==> src/hdl/eilhp_pkg.sv <==
// Package with shared types, constants and verdict codes for the header parser.
`default_nettype none
package eilhp_pkg;
  localparam int unsigned MaxFrameDefault = 65535;

  typedef enum logic [3:0] {
    VERDICT_TCP_OK      = 4'd0,
    VERDICT_UDP_OK      = 4'd1,
    VERDICT_SHORT_ETH   = 4'd2,
    VERDICT_IGNORED     = 4'd3,
    VERDICT_UNKNOWN     = 4'd4,
    VERDICT_SHORT_IP    = 4'd5,
    VERDICT_NOT_V4      = 4'd6,
    VERDICT_SHORT_L4    = 4'd7,
    VERDICT_TCP_SHORT   = 4'd8,
    VERDICT_UDP_SHORT   = 4'd9,
    VERDICT_OTHER       = 4'd10
  } verdict_t;

  localparam logic [15:0] EtherIpv4 = 16'h0800;
  localparam logic [15:0] EtherVlan = 16'h8100;
  localparam logic [15:0] EtherArp  = 16'h0806;
  localparam logic [15:0] EtherRarp = 16'h8035;
  localparam logic [15:0] EtherIpv6 = 16'h86DD;
  localparam logic [15:0] EtherEapol = 16'h888E;
  localparam logic [4:0]  NetStartIpv4 = 5'd14;
  localparam logic [4:0]  NetStartVlan = 5'd18;
  localparam logic [7:0]  ProtoTcp = 8'd6;
  localparam logic [7:0]  ProtoUdp = 8'd17;
  localparam logic [3:0]  IpVersion4 = 4'd4;

  // Frame summary handed from the front part to the back part.
  typedef struct packed {
    logic [16:0] len;
    logic [15:0] ether_kind;
    logic [4:0]  net_start;
    logic [3:0]  ip_version;
    logic [3:0]  net_header_words;
    logic [7:0]  transport_proto;
    logic [31:0] src_addr;
    logic [31:0] dst_addr;
    logic [15:0] src_port;
    logic [15:0] dst_port;
    logic [3:0]  seg_header_words;
    logic [7:0]  flags;
    logic [15:0] wire_len;
  } summary_t;

  typedef struct packed {
    logic [3:0]  verdict;
    logic [31:0] source_address;
    logic [15:0] source_port;
    logic [31:0] dest_address;
    logic [15:0] dest_port;
    logic [7:0]  flags_byte;
    logic [7:0]  payload_offset;
    logic [15:0] frame_wire_len;
  } result_t;
endpackage
`default_nettype wire

==> src/hdl/eilhp_if.sv <==
// Valid/ready channel interfaces for frame bytes and verdicts.
`default_nettype none
interface eilhp_byte_if;
  logic        valid;
  logic        ready;
  logic [7:0]  data_byte;
  logic        last;
  logic [15:0] wire_len;
  modport source (output valid, data_byte, last, wire_len, input ready);
  modport sink (input valid, data_byte, last, wire_len, output ready);
endinterface

interface eilhp_verdict_if;
  logic        valid;
  logic        ready;
  logic [3:0]  verdict;
  logic [31:0] source_address;
  logic [15:0] source_port;
  logic [31:0] dest_address;
  logic [15:0] dest_port;
  logic [7:0]  flags_byte;
  logic [7:0]  payload_offset;
  logic [15:0] frame_wire_len;
  modport source (output valid, verdict, source_address, source_port, dest_address,
    dest_port, flags_byte, payload_offset, frame_wire_len, input ready);
  modport sink (input valid, verdict, source_address, source_port, dest_address,
    dest_port, flags_byte, payload_offset, frame_wire_len, output ready);
endinterface
`default_nettype wire

==> src/hdl/eth_ipv4_l4_header_parser.sv <==
// Top level of the Ethernet/IPv4/TCP-UDP header parser.
//
//   channel   direction  contents
//   in_ch     sink       one frame byte per request, last, wire_len
//   out_ch    source     one verdict per frame with addresses and ports
//   cfg       write      min_payload, written with cfg_we
//
// One byte is taken per cycle while ready; a verdict passes summary, queue and result registers.
// The front part captures fields as bytes arrive and hands a summary to a two-entry queue.
// Only a last byte can be refused, and only while the queue has no entry left for its summary.
// A stalled verdict holds the back part, and the queue absorbs up to two more frames.
// Reset is synchronous and clears min_payload, captured fields, queue fill and valid flags.
`default_nettype none
module eth_ipv4_l4_header_parser #(
  parameter int unsigned MAX_FRAME = eilhp_pkg::MaxFrameDefault
) (
  input  wire logic          clk,
  input  wire logic          rst,
  eilhp_byte_if.sink         in_ch,
  eilhp_verdict_if.source    out_ch,
  input  wire logic          cfg_we,
  input  wire logic [11:0]   cfg_data
);
  logic [11:0]          min_payload;
  logic                 in_fire;
  eilhp_pkg::summary_t  front_summary;
  logic                 front_valid;
  eilhp_pkg::summary_t  queue_data;
  logic                 queue_not_empty;
  logic                 queue_room;
  logic                 back_take;
  eilhp_pkg::result_t   result;

  always_ff @(posedge clk) begin
    if (rst) begin
      min_payload <= '0;
    end else if (cfg_we) begin
      min_payload <= cfg_data;
    end
  end

  // The last byte needs a queue entry once the summary in flight and this cycle's pop count.
  assign in_ch.ready = !in_ch.last ||
    (!front_valid && (queue_room || back_take)) ||
    (front_valid && (!queue_not_empty || (queue_room && back_take)));
  assign in_fire = in_ch.valid && in_ch.ready;

  eilhp_front #(.MAX_FRAME(MAX_FRAME)) u_front (
    .clk(clk), .rst(rst), .in_fire(in_fire), .data_byte(in_ch.data_byte),
    .last(in_ch.last), .wire_len(in_ch.wire_len), .summary(front_summary),
    .summary_valid(front_valid)
  );

  eilhp_queue u_queue (
    .clk(clk), .rst(rst), .push(front_valid), .push_data(front_summary),
    .pop(back_take), .pop_data(queue_data), .not_empty(queue_not_empty),
    .has_room(queue_room)
  );

  eilhp_back u_back (
    .clk(clk), .rst(rst), .min_payload(min_payload), .summary(queue_data),
    .summary_valid(queue_not_empty), .summary_take(back_take), .result(result),
    .result_valid(out_ch.valid), .result_ready(out_ch.ready)
  );

  assign out_ch.verdict = result.verdict;
  assign out_ch.source_address = result.source_address;
  assign out_ch.source_port = result.source_port;
  assign out_ch.dest_address = result.dest_address;
  assign out_ch.dest_port = result.dest_port;
  assign out_ch.flags_byte = result.flags_byte;
  assign out_ch.payload_offset = result.payload_offset;
  assign out_ch.frame_wire_len = result.frame_wire_len;
endmodule
`default_nettype wire

==> src/hdl/eilhp_front.sv <==
// Front part: captures header fields byte by byte and emits a frame summary.
`default_nettype none
module eilhp_front #(
  parameter int unsigned MAX_FRAME = eilhp_pkg::MaxFrameDefault
) (
  input  wire logic              clk,
  input  wire logic              rst,
  input  wire logic              in_fire,
  input  wire logic [7:0]        data_byte,
  input  wire logic              last,
  input  wire logic [15:0]       wire_len,
  output eilhp_pkg::summary_t    summary,
  output logic                   summary_valid
);
  localparam logic [15:0] MaxCount = 16'(MAX_FRAME);

  logic [15:0] byte_count;
  logic [15:0] ether_kind;
  logic [4:0]  net_start;
  logic [3:0]  ip_version;
  logic [3:0]  net_header_words;
  logic [7:0]  transport_proto;
  logic [31:0] src_addr_reg;
  logic [31:0] dst_addr_reg;
  logic [15:0] src_port_reg;
  logic [15:0] dst_port_reg;
  logic [3:0]  seg_header_words;
  logic [7:0]  flag_reg;

  logic        counting;
  logic [15:0] count_next;
  logic [15:0] ether_next;
  logic [4:0]  start_next;
  logic [3:0]  ver_next;
  logic [3:0]  ihl_next;
  logic [7:0]  proto_next;
  logic [31:0] src_next;
  logic [31:0] dst_next;
  logic [15:0] sport_next;
  logic [15:0] dport_next;
  logic [3:0]  doff_next;
  logic [7:0]  flag_next;
  logic [15:0] rel;
  logic [15:0] tpos;
  logic [16:0] len;

  always_comb begin
    counting = byte_count < MaxCount;
    count_next = byte_count;
    ether_next = ether_kind;
    start_next = net_start;
    ver_next = ip_version;
    ihl_next = net_header_words;
    proto_next = transport_proto;
    src_next = src_addr_reg;
    dst_next = dst_addr_reg;
    sport_next = src_port_reg;
    dport_next = dst_port_reg;
    doff_next = seg_header_words;
    flag_next = flag_reg;
    rel = byte_count - {11'd0, net_start};
    tpos = '0;
    if (counting) begin
      count_next = byte_count + 16'd1;
      if (byte_count == 16'd12) begin
        ether_next = {data_byte, 8'd0};
      end else if (byte_count == 16'd13) begin
        ether_next = {ether_kind[15:8], data_byte};
        if (ether_next == eilhp_pkg::EtherIpv4) begin
          start_next = eilhp_pkg::NetStartIpv4;
        end else if (ether_next == eilhp_pkg::EtherVlan) begin
          start_next = eilhp_pkg::NetStartVlan;
        end else begin
          start_next = 5'd0;
        end
      end else if (net_start != 5'd0 && byte_count >= {11'd0, net_start}) begin
        if (rel == 16'd0) begin
          ver_next = data_byte[7:4];
          ihl_next = data_byte[3:0];
        end else if (rel == 16'd9) begin
          proto_next = data_byte;
        end else if (rel >= 16'd12 && rel < 16'd16) begin
          src_next = {src_addr_reg[23:0], data_byte};
        end else if (rel >= 16'd16 && rel < 16'd20) begin
          dst_next = {dst_addr_reg[23:0], data_byte};
        end
        tpos = rel - {10'd0, ihl_next, 2'b00};
        if (rel >= {10'd0, ihl_next, 2'b00}) begin
          if (tpos < 16'd2) begin
            sport_next = {src_port_reg[7:0], data_byte};
          end else if (tpos < 16'd4) begin
            dport_next = {dst_port_reg[7:0], data_byte};
          end else if (tpos == 16'd12) begin
            doff_next = data_byte[7:4];
          end else if (tpos == 16'd13) begin
            flag_next = data_byte;
          end
        end
      end
    end
    len = (count_next < wire_len) ? {1'b0, count_next} : {1'b0, wire_len};
  end

  always_ff @(posedge clk) begin
    if (rst) begin
      summary_valid <= 1'b0;
    end else begin
      summary_valid <= in_fire && last;
    end
    if (in_fire && last) begin
      summary <= '{len: len, ether_kind: ether_next, net_start: start_next,
        ip_version: ver_next, net_header_words: ihl_next, transport_proto: proto_next,
        src_addr: src_next, dst_addr: dst_next, src_port: sport_next,
        dst_port: dport_next, seg_header_words: doff_next, flags: flag_next,
        wire_len: wire_len};
    end
  end

  always_ff @(posedge clk) begin
    if (rst || (in_fire && last)) begin
      byte_count <= '0;
      ether_kind <= '0;
      net_start <= '0;
      ip_version <= '0;
      net_header_words <= '0;
      transport_proto <= '0;
      src_addr_reg <= '0;
      dst_addr_reg <= '0;
      src_port_reg <= '0;
      dst_port_reg <= '0;
      seg_header_words <= '0;
      flag_reg <= '0;
    end else if (in_fire) begin
      byte_count <= count_next;
      ether_kind <= ether_next;
      net_start <= start_next;
      ip_version <= ver_next;
      net_header_words <= ihl_next;
      transport_proto <= proto_next;
      src_addr_reg <= src_next;
      dst_addr_reg <= dst_next;
      src_port_reg <= sport_next;
      dst_port_reg <= dport_next;
      seg_header_words <= doff_next;
      flag_reg <= flag_next;
    end
  end
endmodule
`default_nettype wire

==> src/hdl/eilhp_queue.sv <==
// Two-entry queue between the front and back parts.
`default_nettype none
module eilhp_queue (
  input  wire logic                clk,
  input  wire logic                rst,
  input  wire logic                push,
  input  wire eilhp_pkg::summary_t push_data,
  input  wire logic                pop,
  output eilhp_pkg::summary_t      pop_data,
  output logic                     not_empty,
  output logic                     has_room
);
  eilhp_pkg::summary_t entry [2];
  logic       wr_ptr;
  logic       rd_ptr;
  logic [1:0] fill;

  assign not_empty = fill != 2'd0;
  assign has_room = fill != 2'd2;
  assign pop_data = entry[rd_ptr];

  always_ff @(posedge clk) begin
    if (rst) begin
      wr_ptr <= 1'b0;
      rd_ptr <= 1'b0;
      fill <= 2'd0;
    end else begin
      if (push) begin
        wr_ptr <= ~wr_ptr;
      end
      if (pop) begin
        rd_ptr <= ~rd_ptr;
      end
      fill <= fill + {1'b0, push} - {1'b0, pop};
    end
    if (push) begin
      entry[wr_ptr] <= push_data;
    end
  end
endmodule
`default_nettype wire

==> src/hdl/eilhp_back.sv <==
// Back part: classifies a frame summary into a verdict held in an output register.
`default_nettype none
module eilhp_back (
  input  wire logic                clk,
  input  wire logic                rst,
  input  wire logic [11:0]         min_payload,
  input  wire eilhp_pkg::summary_t summary,
  input  wire logic                summary_valid,
  output logic                     summary_take,
  output eilhp_pkg::result_t       result,
  output logic                     result_valid,
  input  wire logic                result_ready
);
  eilhp_pkg::result_t r;
  logic [17:0] tstart;
  logic [17:0] data;
  logic [17:0] len;

  assign summary_take = summary_valid && (!result_valid || result_ready);

  always_comb begin
    len = {1'b0, summary.len};
    tstart = {13'd0, summary.net_start} + {12'd0, summary.net_header_words, 2'b00};
    data = '0;
    r = '0;
    r.frame_wire_len = summary.wire_len;
    if (len < 18'd14) begin
      r.verdict = eilhp_pkg::VERDICT_SHORT_ETH;
    end else if (summary.net_start == 5'd0) begin
      if (summary.ether_kind == eilhp_pkg::EtherArp ||
          summary.ether_kind == eilhp_pkg::EtherRarp ||
          summary.ether_kind == eilhp_pkg::EtherIpv6 ||
          summary.ether_kind == eilhp_pkg::EtherEapol) begin
        r.verdict = eilhp_pkg::VERDICT_IGNORED;
      end else begin
        r.verdict = eilhp_pkg::VERDICT_UNKNOWN;
      end
    end else if ({13'd0, summary.net_start} + 18'd20 > len) begin
      r.verdict = eilhp_pkg::VERDICT_SHORT_IP;
    end else if (summary.ip_version != eilhp_pkg::IpVersion4) begin
      r.verdict = eilhp_pkg::VERDICT_NOT_V4;
    end else begin
      r.source_address = summary.src_addr;
      r.dest_address = summary.dst_addr;
      if (summary.transport_proto == eilhp_pkg::ProtoTcp) begin
        if (tstart + 18'd20 > len) begin
          r.verdict = eilhp_pkg::VERDICT_SHORT_L4;
        end else begin
          data = tstart + {12'd0, summary.seg_header_words, 2'b00};
          r.source_port = summary.src_port;
          r.dest_port = summary.dst_port;
          r.flags_byte = summary.flags;
          r.payload_offset = data[7:0];
          r.verdict = (data + {6'd0, min_payload} > len) ?
            eilhp_pkg::VERDICT_TCP_SHORT : eilhp_pkg::VERDICT_TCP_OK;
        end
      end else if (summary.transport_proto == eilhp_pkg::ProtoUdp) begin
        if (tstart + 18'd8 > len) begin
          r.verdict = eilhp_pkg::VERDICT_SHORT_L4;
        end else begin
          data = tstart + 18'd8;
          r.source_port = summary.src_port;
          r.dest_port = summary.dst_port;
          r.payload_offset = data[7:0];
          r.verdict = (data + {6'd0, min_payload} > len) ?
            eilhp_pkg::VERDICT_UDP_SHORT : eilhp_pkg::VERDICT_UDP_OK;
        end
      end else begin
        r.verdict = eilhp_pkg::VERDICT_OTHER;
      end
    end
  end

  always_ff @(posedge clk) begin
    if (rst) begin
      result_valid <= 1'b0;
    end else if (summary_take) begin
      result_valid <= 1'b1;
    end else if (result_ready) begin
      result_valid <= 1'b0;
    end
    if (summary_take) begin
      result <= r;
    end
  end
endmodule
`default_nettype wire

==> src/flat_wrapper.sv <==
// flat-port wrapper written by rule: the top's interface ports become plain ports
module eth_ipv4_l4_header_parser_flat 
#(
  parameter int unsigned MAX_FRAME = eilhp_pkg::MaxFrameDefault
)
  (clk, rst, cfg_we, cfg_data, in_ch_valid, in_ch_data_byte, in_ch_last, in_ch_wire_len, in_ch_ready, out_ch_valid, out_ch_verdict, out_ch_source_address, out_ch_source_port, out_ch_dest_address, out_ch_dest_port, out_ch_flags_byte, out_ch_payload_offset, out_ch_frame_wire_len, out_ch_ready);
  eilhp_byte_if in_ch_i ();
  eilhp_verdict_if out_ch_i ();
  input  wire logic clk;
  input  wire logic rst;
  input  wire logic cfg_we;
  input  wire logic [11:0] cfg_data;
  input wire logic [$bits(in_ch_i.valid)-1:0] in_ch_valid;
  input wire logic [$bits(in_ch_i.data_byte)-1:0] in_ch_data_byte;
  input wire logic [$bits(in_ch_i.last)-1:0] in_ch_last;
  input wire logic [$bits(in_ch_i.wire_len)-1:0] in_ch_wire_len;
  output wire logic [$bits(in_ch_i.ready)-1:0] in_ch_ready;
  output wire logic [$bits(out_ch_i.valid)-1:0] out_ch_valid;
  output wire logic [$bits(out_ch_i.verdict)-1:0] out_ch_verdict;
  output wire logic [$bits(out_ch_i.source_address)-1:0] out_ch_source_address;
  output wire logic [$bits(out_ch_i.source_port)-1:0] out_ch_source_port;
  output wire logic [$bits(out_ch_i.dest_address)-1:0] out_ch_dest_address;
  output wire logic [$bits(out_ch_i.dest_port)-1:0] out_ch_dest_port;
  output wire logic [$bits(out_ch_i.flags_byte)-1:0] out_ch_flags_byte;
  output wire logic [$bits(out_ch_i.payload_offset)-1:0] out_ch_payload_offset;
  output wire logic [$bits(out_ch_i.frame_wire_len)-1:0] out_ch_frame_wire_len;
  input wire logic [$bits(out_ch_i.ready)-1:0] out_ch_ready;
  assign in_ch_i.valid = in_ch_valid;
  assign in_ch_i.data_byte = in_ch_data_byte;
  assign in_ch_i.last = in_ch_last;
  assign in_ch_i.wire_len = in_ch_wire_len;
  assign in_ch_ready = in_ch_i.ready;
  assign out_ch_valid = out_ch_i.valid;
  assign out_ch_verdict = out_ch_i.verdict;
  assign out_ch_source_address = out_ch_i.source_address;
  assign out_ch_source_port = out_ch_i.source_port;
  assign out_ch_dest_address = out_ch_i.dest_address;
  assign out_ch_dest_port = out_ch_i.dest_port;
  assign out_ch_flags_byte = out_ch_i.flags_byte;
  assign out_ch_payload_offset = out_ch_i.payload_offset;
  assign out_ch_frame_wire_len = out_ch_i.frame_wire_len;
  assign out_ch_i.ready = out_ch_ready;
  eth_ipv4_l4_header_parser #(.MAX_FRAME(MAX_FRAME)) u_core (.clk(clk), .rst(rst), .in_ch(in_ch_i), .out_ch(out_ch_i), .cfg_we(cfg_we), .cfg_data(cfg_data));
endmodule
==> config.mk <==
export PLATFORM = sky130hd
export DESIGN_NAME = eth_ipv4_l4_header_parser_flat
export DESIGN_NICKNAME = d
export VERILOG_FILES = /design/src/hdl/eilhp_pkg.sv /design/src/hdl/eilhp_if.sv /design/src/hdl/eth_ipv4_l4_header_parser.sv /design/src/hdl/eilhp_front.sv /design/src/hdl/eilhp_queue.sv /design/src/hdl/eilhp_back.sv /design/src/flat_wrapper.sv
export SDC_FILE = /design/constraint.sdc
export NUM_CORES = 1
export LEC_CHECK = 0
export ABC_AREA = 1
export CELL_PAD_IN_SITES_DETAIL_PLACEMENT = 2
export CELL_PAD_IN_SITES_GLOBAL_PLACEMENT = 2
export CORE_ASPECT_RATIO = 1.1
export CORE_UTILIZATION = 40
export CTS_BUF_LIST = sky130_fd_sc_hd__clkbuf_4
export CTS_CLUSTER_SIZE = 30
export DETAILED_ROUTE_END_ITERATION = 8
export DONT_BUFFER_PORTS = 1
export GPL_TIMING_DRIVEN = 0
export PLACE_DENSITY_LB_ADDON = 0.1
export SKIP_LAST_GASP = 1
export SYNTH_ARGS = -nofsm -noshare
export SYNTH_HDL_FRONTEND = slang
export SYNTH_SLANG_ARGS = --single-unit
==> constraint.sdc <==
create_clock -name clk -period 31.2 [get_ports clk]
set_input_delay 3.12 -clock clk [delete_from_list [all_inputs] [get_ports clk]]
set_output_delay 3.12 -clock clk [all_outputs]
set_load 0.02 [all_outputs]
==> flow_summary_export.csv, run 1 <==
group,metric,value,unit
run_status,status,"finished clean",
yosys,synth_top_area_cell,"edfxtp_1",
layout,fill_cells,9184,
power,leakage,16.6,nW
timing,fin_crit_sh,30.6,%
layout,top_register,"u_core.u_queue.entry",
flow_run,drv_cap,0,
yosys,yosys_warnings,0,
drt,via_count,26100,
layout,area_growth,13.0,%
clock_network,ctsResizeCount,0,
clock_network,clk_pin_slew,80,ps
critical_path,cp-end-kind,"register",
timing,rsz0062_at_grt,"false",
critical_path,start_kind,"register",
drt,first_pass_iters,5,
layout,drive_gt1_share,11.2,%
timing,worst_pin_slew,1460,ps
yosys,seq_area_frac_synth,65.6,%
yosys,synth_nets,3523,
critical_path,crit_required,31950,ps
yosys,netlist_area,35800,µm²
clock_network,cts_max_level,4,
yosys,post_synth.cell_area_avg,10.6,µm²
layout,largest_reg_flops,354,
yosys,synth-async-reset-ratio,0,%
drt,avgRoutedWirePerCell,23.6,µm
yosys,ys_ff_latch,843,
drt,ant_nets,0,
critical_path,cp_data_arrival_time,10290,ps
timing,drv_slew,0,
timing,finalSetupTns,0,ps
clock_network,numCtsBuffers,213,
yosys,synthCells,3382,
floorplanning,core_area,88300,µm²
clock_network,clockBufferDepth,3,
placement,gp_congestion,0.831,
placement,hpwl,86800,µm
clock_network,cts_tree,"built",
floorplanning,pin_count,176,
drt,vias_per_cell,5.26,
clock_network,clock_latency,1110,ps
grt,grt_max_degree,106,
critical_path,crit_fanout,10,
critical_path,reg2reg_slack,21660,ps
worst_hold_path,min_path_type,"reg2reg",
yosys,synth_top_area_share,55.6,%
placement,portBuffers,0,
timing,finalCriticalPeriod,9540,ps
layout,reg_top3,"u_core.u_queue.entry: 354 flops, u_core.u_front.summary: 177 flops, u_core.u_back.result: 132 flops",
clock_network,cts.sinks,843,
grt,grt_pass1_vias,29800,
critical_path,cp_num_buf_inv,9,
critical_path,cpPeakStageDelay,1120,ps
timing,max_slew_margin,2.18,%
clock_network,cts_hold_buf,0,
floorplanning,start_util,40.6,%
drt,totalWireLength,117000,µm
clock_network,post-cts-setup-buffers,0,
clock_network,cts_root_buf,"clkbuf_4",
timing,setup_viol,0,
grt,grtUsageTotal,26.2,%
critical_path,crit_path_top_delay_cell,"nor2_1",
critical_path,path_class,"reg2reg",
layout,layout.nets,3755,
grt,grt_overflow,0,
yosys,synthTopCellsByArea,"edfxtp_1, dfxtp_1, nand2_1",
grt,grt_pass1_wl,179000,µm
timing,skew,92.6,ps
critical_path,critPathTopFamily,"buffers and inverters",
floorplanning,die_h,316,µm
power,max-vdd-ir-drop,34.4,µV
drt,drt_iter0_drc,1242,
floorplanning,chipWidth,287,µm
timing,timing.hold.ws,429,ps
timing,hold_violations,0,
floorplanning,core.rowCount,114,
yosys,synth_flop_cell,"edfxtp_1",
grt,antenna_found_initial,4,
timing,fmax,105,MHz
floorplanning,dieArea,90700,µm²
yosys,synth_edf_count,663,
critical_path,crit_top_cell,"clkbuf_1",
yosys,synth_cell_types,58,
drt,route.detailed.drc,0,
power,cellPowerDensity,88.7,nW/µm²
==> through the flow <==
| step | power [W] | utilization, % | setup WS (ps) | instance area [µm²] | instances |
|---|---|---|---|---|---|
| floorplan | 0.00228 | - | 12350 | 35800 | 3382 |
| global placement | 0.00258 | 42.2 | 3200 | 37300 | 4542 |
| detailed placement | 0.00266 | 42.6 | 21520 | 37700 | 4559 |
| CTS | 0.00364 | 45.8 | 21440 | 40500 | 4959 |
| global route | 0.00382 | 45.8 | 21200 | 40500 | 4962 |
| finish | 0.00359 | 45.8 | 21660 | 40500 | 4963 |
==> cell families after synthesis <==
group / count (synthesis) / synth area share, %
flops: 843 / 65.6
mux: 22 / 0.615
fa+ha+maj: 99 / 3.54
simple gates: 1220 / 14.4
buf+inv: 560 / 5.99
xor+xnor: 41 / 1.00
compound gates: 597 / 8.76
==> placed cells by master (no fill, tap or decap), types with 12 or more instances in the layout <==
cell type  Yosys  routed
buf_12         0      15
xor2_1        37      37
clkbuf_1     109     109
a21oi_1      271     271
nor2_1       220     217
clkbuf_4       0     319
or2_2         19      19
nand4_1       43      43
o21ai_0      266     266
nand3_1      130     130
nand2_1      729     729
nor4_1        12      12
mux2i_1       22      22
inv_1        416     415
nor3_1        29      29
ha_1          95      95
edfxtp_1     663     663
dfxtp_1      180     180
buf_1         12      12
clkinv_1       4      65
==> where the power goes <==
group | internal [W] | switching (W) | total (W)
Clock | 0.000483 | 0.000473 | 0.000956
Combinational | 0.000325 | 0.000752 | 0.00108
Sequential | 0.00140 | 0.000156 | 0.00156
==> worst reg2reg max path: cells and delay by family, from the launching register on <==
family,cells,cell delay (ps)
buf+inv,9,4600
compound gates,4,570
simple gates,7,2120
flops,1,310
xor+xnor,2,670
fa+ha+maj,4,980
==> path summary, 6_finish.rpt <==
| path | endpoint | startpoint | cells after the start |
|---|---|---|---|
| worst min register to register | u_core.u_queue.entry[1][60] | u_core.u_front.summary[60] | 0 |
| worst max-delay path | u_core.u_back.result[80] | register | 26 |
| worst max register to register | u_core.u_back.result[80] | register | 26 |
| worst min-delay path | u_core.u_queue.entry[1][60] | u_core.u_front.summary[60] | 0 |
==> cell type report <==
cell class / instances / area, µm² / share of cell area (%)
buffer: 134 / 548 / 1.35
clock inverter: 81 / 422 / 1.04
inverter: 426 / 1610 / 3.97
antenna: 4 / 10.0 / 0.0247
clock buffer: 319 / 2390 / 5.92
tap: 1160 / 1450 / 3.59
multi-input combinational: 1979 / 10200 / 25.1
timing repair buffer: 17 / 355 / 0.878
sequential: 843 / 23500 / 58.1
==> metal layers <==
layer	GRT usage, %	vias to the layer above	share of wire [%]
li1	-	12100	-
met1	29.9	13200	40
met2	48.7	556	53
met3	4.69	206	3.7
met4	9.45	0	3.0
met5	0	-	0
==> synth_stat cells, drive strengths merged, types with 4 or more instances <==
cell type    n
or2         19
nor3        31
xnor2        4
nand3      137
nand4       44
ha          95
mux2i       22
inv        422
edfxtp     663
nor4        12
xor2        37
clkbuf     109
nor2       230
dfxtp      180
o21ai      273
a211oi       7
o211ai       9
nand2      738
a21oi      271
o21bai       9
clkinv       4
buf         25
fa           4
Note: power is estimated with default switching activity, not from simulation.
==> inputs of run 2 (changes only) <==
ABC_AREA = 0   (was 1)
clock period = 9.7 ns   (was 31.2 ns; I/O delays follow)
==> run 2 against run 1 <==
Net effect: core utilization increased by 0.54 points; global-route usage decreased by 3.5 points; clock power grew to 3.3 times the previous value; cell area is 0.68% lower; clock skew down 14 ps; sequential share of layout area grew 0.40 points; power rose to 2.8 times the previous value; combinational power grew 100%; synthesized cell count fell by 24%; non-clock buffer count up 25; hold slack worse by 320 ps; critical endpoint is now u_core.u_back.result[43]; highest routed layer is now met5.
==> flow_summary_export.csv, run 2 <==
group,metric,value,unit
grt,grt_max_degree,60,
worst_hold_path,min_path_type,"in2reg",
grt,grt_overflow,0,
critical_path,crit_top_cell,"clkbuf_1",
timing,finalCriticalPeriod,8990,ps
floorplanning,dieArea,89000,µm²
yosys,synth_top_area_cell,"edfxtp_1",
clock_network,clock_latency,1090,ps
timing,fmax,111,MHz
critical_path,crit_path_top_delay_cell,"clkdlybuf4s15_1",
layout,final_cell_mix,"edfxtp_1, clkbuf_4, nand2_1",
floorplanning,pin_count,176,
timing,hold_violations,0,
yosys,synth_top_area_share,56.7,%
power,max-vdd-ir-drop,112,µV
floorplanning,start_util,40.5,%
yosys,synth-async-reset-ratio,0,%
yosys,yosys_warnings,0,
drt,vias_per_cell,5.20,
clock_network,cts_max_level,4,
yosys,synth_nets,2712,
layout,top_register,"u_core.u_queue.entry",
critical_path,cp-end-kind,"register",
timing,rsz0062_at_grt,"false",
grt,grt_pass1_wl,152000,µm
drt,totalWireLength,99900,µm
run_status,status,"finished clean",
layout,area_growth,14.5,%
layout,layout.nets,2978,
drt,avgRoutedWirePerCell,23.9,µm
yosys,synth_edf_count,663,
layout,drive_gt1_share,18.5,%
power,cellPowerDensity,250,nW/µm²
grt,antenna_found_initial,9,
floorplanning,core_area,86700,µm²
yosys,synthTopCellsByCount,"edfxtp_1, nand2_1, nor2_1",
timing,finalSetupTns,0,ps
clock_network,cts_tree,"built",
floorplanning,die_h,313,µm
floorplanning,core.rowCount,113,
yosys,synth_flop_cell,"edfxtp_1",
placement,portBuffers,0,
drt,first_pass_iters,5,
critical_path,cpPeakStageDelay,750,ps
layout,reg_top3,"u_core.u_queue.entry: 354 flops, u_core.u_front.summary: 177 flops, u_core.u_back.result: 132 flops",
timing,timing.hold.ws,107,ps
yosys,synth_most_common_cell,"edfxtp_1",
critical_path,crit_fanout,10,
drt,via_count,21700,
critical_path,cp_data_arrival_time,9780,ps
clock_network,cts_root_buf,"clkbuf_4",
critical_path,crit_required,10490,ps
critical_path,path_class,"reg2reg",
clock_network,clockBufferDepth,3,
yosys,netlist_area,35100,µm²
yosys,seq_area_frac_synth,67.0,%
drt,route.detailed.drc,0,
clock_network,numCtsBuffers,215,
drt,ant_nets,0,
critical_path,cp_num_buf_inv,11,
drt,drt_iter0_drc,974,
yosys,post_synth.cell_area_avg,13.7,µm²
timing,fin_crit_sh,92.6,%
timing,setup_viol,0,
grt,grtUsageTotal,22.7,%
floorplanning,chipWidth,285,µm
clock_network,clk_pin_slew,60,ps
placement,hpwl,70300,µm
timing,worst_pin_slew,1460,ps
clock_network,post-cts-setup-buffers,0,
clock_network,cts.sinks,843,
layout,largest_reg_flops,354,
yosys,ys_ff_latch,843,
placement,gp_congestion,0.799,
timing,max_slew_margin,2.72,%
timing,drv_slew,0,
layout,layout_commonest_cell,"edfxtp_1",
critical_path,start_kind,"register",
grt,grt_pass1_vias,24800,
layout,fill_cells,8451,
timing,skew,78.4,ps
yosys,synthCells,2571,
layout,seqCellArea,23500,µm²
yosys,synth_cell_types,79,
layout,multiInputGateArea,10900,µm²
power,leakage,14.6,nW
yosys,synthTopCellsByArea,"edfxtp_1, dfxtp_1, mux2i_1",
flow_run,drv_cap,0,
critical_path,critPathTopFamily,"buffers and inverters",
## run 2: through the flow
| stage | utilization [%] | total power, W | cells | instance area (µm²) | setup slack, ps |
|---|---|---|---|---|---|
| after detailed placement | 42.6 | 0.00699 | 3737 | 37000 | 62.6 |
| final | 46.4 | 0.0100 | 4175 | 40200 | 713 |
| after global routing | 46.4 | 0.0106 | 4174 | 40200 | 45.0 |
| after floorplan | - | 0.00625 | 2571 | 35100 | 1210 |
| after global placement | 42.2 | 0.00690 | 3721 | 36600 | -3610 |
| after CTS | 46.4 | 0.0102 | 4169 | 40200 | 90.5 |
## run 2: worst paths after layout
check	from	end	slack [ps]	cells after the start
worst max-delay path	register	u_core.u_back.result[43]	710	27
worst min-delay path	cfg_data[2]	u_core.min_payload[2]	110	2
worst max register to register	register	u_core.u_back.result[43]	710	27
worst min register to register	u_core.u_front.summary[24]	u_core.u_queue.entry[0][24]	420	0
## run 2: kinds of logic after synthesis
logic type,share of synthesized area [%]
buffers and inverters,2.21
flip-flops,67.0
adder cells (fa/ha/maj),3.70
XOR/XNOR,1.61
AND/OR/NAND/NOR,9.31
AO/OA/AOI/OAI,5.24
multiplexers,11.0
## run 2: routing by layer
metal	wire, µm	up-vias	track usage [%]
li1	-	10100	-
met1	41700	11000	27.0
met2	51600	417	40.2
met3	3810	188	4.80
met4	2790	2	8.64
met5	17	-	0
## run 2: area by class of cell
type                       count  area share (%)
inverter                      66           0.616
timing repair buffer          49            1.75
sequential                   843            58.5
buffer                       127            1.34
clock buffer                 320            5.97
multi-input combinational   1535            27.0
tap                         1150            3.58
antenna                        5          0.0311
clock inverter                80            1.24
## run 2: power breakdown
| group | leakage (nW) | total (W) | internal [W] | switching [W] |
|---|---|---|---|---|
| clock | 1.71 | 0.00316 | 0.00162 | 0.00154 |
| sequential | 7.69 | 0.00470 | 0.00428 | 0.000417 |
| combinational | 5.20 | 0.00219 | 0.000836 | 0.00136 |
## run 2: repair_timing
item / in CTS / in global routing
gates resized for setup: 0 / 3
hold endpoints to repair: 30 / 0
endpoints found under the setup margin: 0 / 31
hold buffers: 32 / 0
==> inputs of run 3 (changes only) <==
REMOVE_ABC_BUFFERS = 1   (was default)
==> run 3 against run 2 <==
Net effect: register-to-register slack gained 270 ps; cell area grew 0.49%; global-route usage shrank 1.2 points.
==> flow_summary_export.csv, run 3 (synthesis gave the netlist of run 2 again) <==
group,metric,value,unit
timing,drv_slew,0,
power,seq_power_share,46.6,%
timing,timing.final.ws_setup,982,ps
flow_run,drv_cap,0,
timing,worst_pin_slew,1290,ps
critical_path,crit_required,10520,ps
drt,drt_iter0_drc,831,
power,swShare,31.6,%
clock_network,clockBufferDepth,3,
power,cellPowerDensity,250,nW/µm²
timing,timing.hold.ws,156,ps
placement,place_ws,985,ps
layout,fill_cells,8441,
critical_path,crit_fanout,16,
timing,hold_violations,0,
timing,rsz0062_at_grt,"false",
power,clock_power_share,32.4,%
floorplanning,core.rowCount,113,
floorplanning,pin_count,176,
layout,area_growth,15.0,%
timing,fin_crit_sh,89.9,%
drt,first_pass_iters,5,
worst_hold_path,min_path_type,"in2reg",
power,p_sw,0.00320,W
run_status,status,"finished clean",
drt,route.detailed.drc,0,
power,combPwrFrac,21.0,%
critical_path,start_kind,"register",
floorplanning,chipWidth,285,µm
critical_path,rr_startpoint,"u_core.u_front.byte_count[0]",
timing,skew,93.3,ps
drt,avgRoutedWirePerCell,23.2,µm
placement,hpwl,60300,µm
drt,ant_nets,0,
drt,totalWireLength,95000,µm
grt,antenna_found_initial,7,
layout,layout.nets,2890,
critical_path,reg2reg_to,"u_core.u_front.summary[34]",
timing,finalSetupTns,0,ps
placement,portBuffers,0,
drt,via_count,21500,
worst_hold_path,holdCritStartpoint,"in_ch_data_byte[7]",
timing,finalCriticalPeriod,8720,ps
clock_network,clk_pin_slew,70,ps
clock_network,cts_tree,"built",
drt,vias_per_cell,5.26,
grt,grt_overflow,0,
power,max-vdd-ir-drop,143,µV
critical_path,path_class,"reg2reg",
worst_hold_path,min_to,"u_core.u_front.summary[51]",
layout,reg_top3,"u_core.u_queue.entry: 354 flops, u_core.u_front.summary: 177 flops, u_core.u_back.result: 132 flops",
floorplanning,dieArea,89000,µm²
grt,grtUsageTotal,21.5,%
clock_network,ctsResizeCount,0,
power,leakage,14.7,nW
grt,grt_pass1_wl,145000,µm
critical_path,startpoint,"u_core.u_front.byte_count[0]",
clock_network,numCtsBuffers,216,
timing,max_slew_margin,13.7,%
critical_path,reg2reg_slack,980,ps
layout,top_register,"u_core.u_queue.entry",
layout,largest_reg_flops,354,
layout,final_cell_mix,"edfxtp_1, clkbuf_4, nand2_1",
layout,drive_gt1_share,20.0,%
power,p_int,0.00691,W
clock_network,cts.sinks,843,
critical_path,reg2reg_depth,21,
timing,fmax,115,MHz
placement,gp_congestion,0.775,
floorplanning,start_util,40.5,%
clock_network,cts_root_buf,"clkbuf_4",
critical_path,cp_data_arrival_time,9540,ps
layout,layout_commonest_cell,"edfxtp_1",
worst_hold_path,worstHoldPathCells,1,
critical_path,cp-end-kind,"register",
timing,setup_viol,0,
clock_network,cts_max_level,4,
grt,grt_pass1_vias,24200,
floorplanning,die_h,313,µm
clock_network,clock_latency,1120,ps
floorplanning,core_area,86700,µm²
grt,grt_max_degree,63,
run 3: cell count changes in the layout (fill, tap and decap cells not counted), moves of 7 or more:
cell / previous run / this run
clkbuf_1: 93 / 0
clkbuf_4: 320 / 347
dlygate4sd3_1: 32 / 51
buf_1: 14 / 0
clkinv_1: 50 / 36
buf_2: 9 / 1
buf_16: 7 / 14
clkinv_2: 12 / 5
run 3: repair_timing:
action,CTS,global route
endpoints found under the setup margin,0,0
hold buffers,51,0
endpoints found under the hold margin,101,0
setup buffers,0,0
run 3: per-layer routing:
layer | share of wire, % | GRT usage [%]
met1 | 42 | 25.5
met2 | 52 | 38.3
met5 | 0.023 | 0
met4 | 2.5 | 7.60
met3 | 3.9 | 4.69
run 3: how the worst max path moves through the flow:
stage	endpoint	slack, ps	depth (start not counted)
global placement	u_core.u_back.result[36]	-10320	6
finish	u_core.u_front.summary[34]	980	21
floorplan	u_core.u_back.result[32]	-1700	6
detailed placement	u_core.u_front.summary[34]	990	21
global route	u_core.u_front.summary[28]	320	21
CTS	u_core.u_front.summary[34]	1000	21
run 3: through the flow:
| stage | total power [W] | util (%) | std cells | cell area (µm²) |
|---|---|---|---|---|
| after floorplan | 0.00638 | - | 2444 | 34600 |
| after global placement | 0.00705 | 41.6 | 3594 | 36000 |
| after detailed placement | 0.00690 | 42.5 | 3630 | 36800 |
| after CTS | 0.0103 | 46.6 | 4085 | 40400 |
| after global routing | 0.0107 | 46.6 | 4089 | 40400 |
| final | 0.0101 | 46.6 | 4091 | 40400 |
run 3: power by group through the flow:
stage               registers, W  clock network (W)  logic, W
floorplan                0.00490                  0   0.00148
global placement         0.00506                  0   0.00198
detailed placement       0.00479                  0   0.00211
CTS                      0.00472            0.00341   0.00216
global route             0.00474            0.00357   0.00234
finish                   0.00471            0.00328   0.00212
run 3: area by class of cell:
class / instances / area [µm²] / share of cell area, %
timing repair buffer: 87 / 1250 / 3.09
multi-input combinational: 1535 / 10900 / 27.0
sequential: 843 / 23500 / 58.2
clock buffer: 347 / 2610 / 6.45
antenna: 6 / 15.0 / 0.0372
tap: 1150 / 1440 / 3.56
clock inverter: 57 / 424 / 1.05
inverter: 66 / 248 / 0.613
run 3: critical path, stage by stage (launching register included):
cell and delay (ps):
dfxtp_1 410, inv_1 140, ha_1 260, fa_1 400, nor2b_1 280, o31a_1 420
o2111ai_1 360, nand3b_1 340, or4_1 630, nor4_4 570, mux2_2 250, ha_1 210
inv_1 80, ha_1 180, nor2_1 350, xnor2_1 160, a2111oi_0 750, o311a_1 280
o2111ai_1 190, a2111oi_4 890, and3_1 890, mux2_1 430
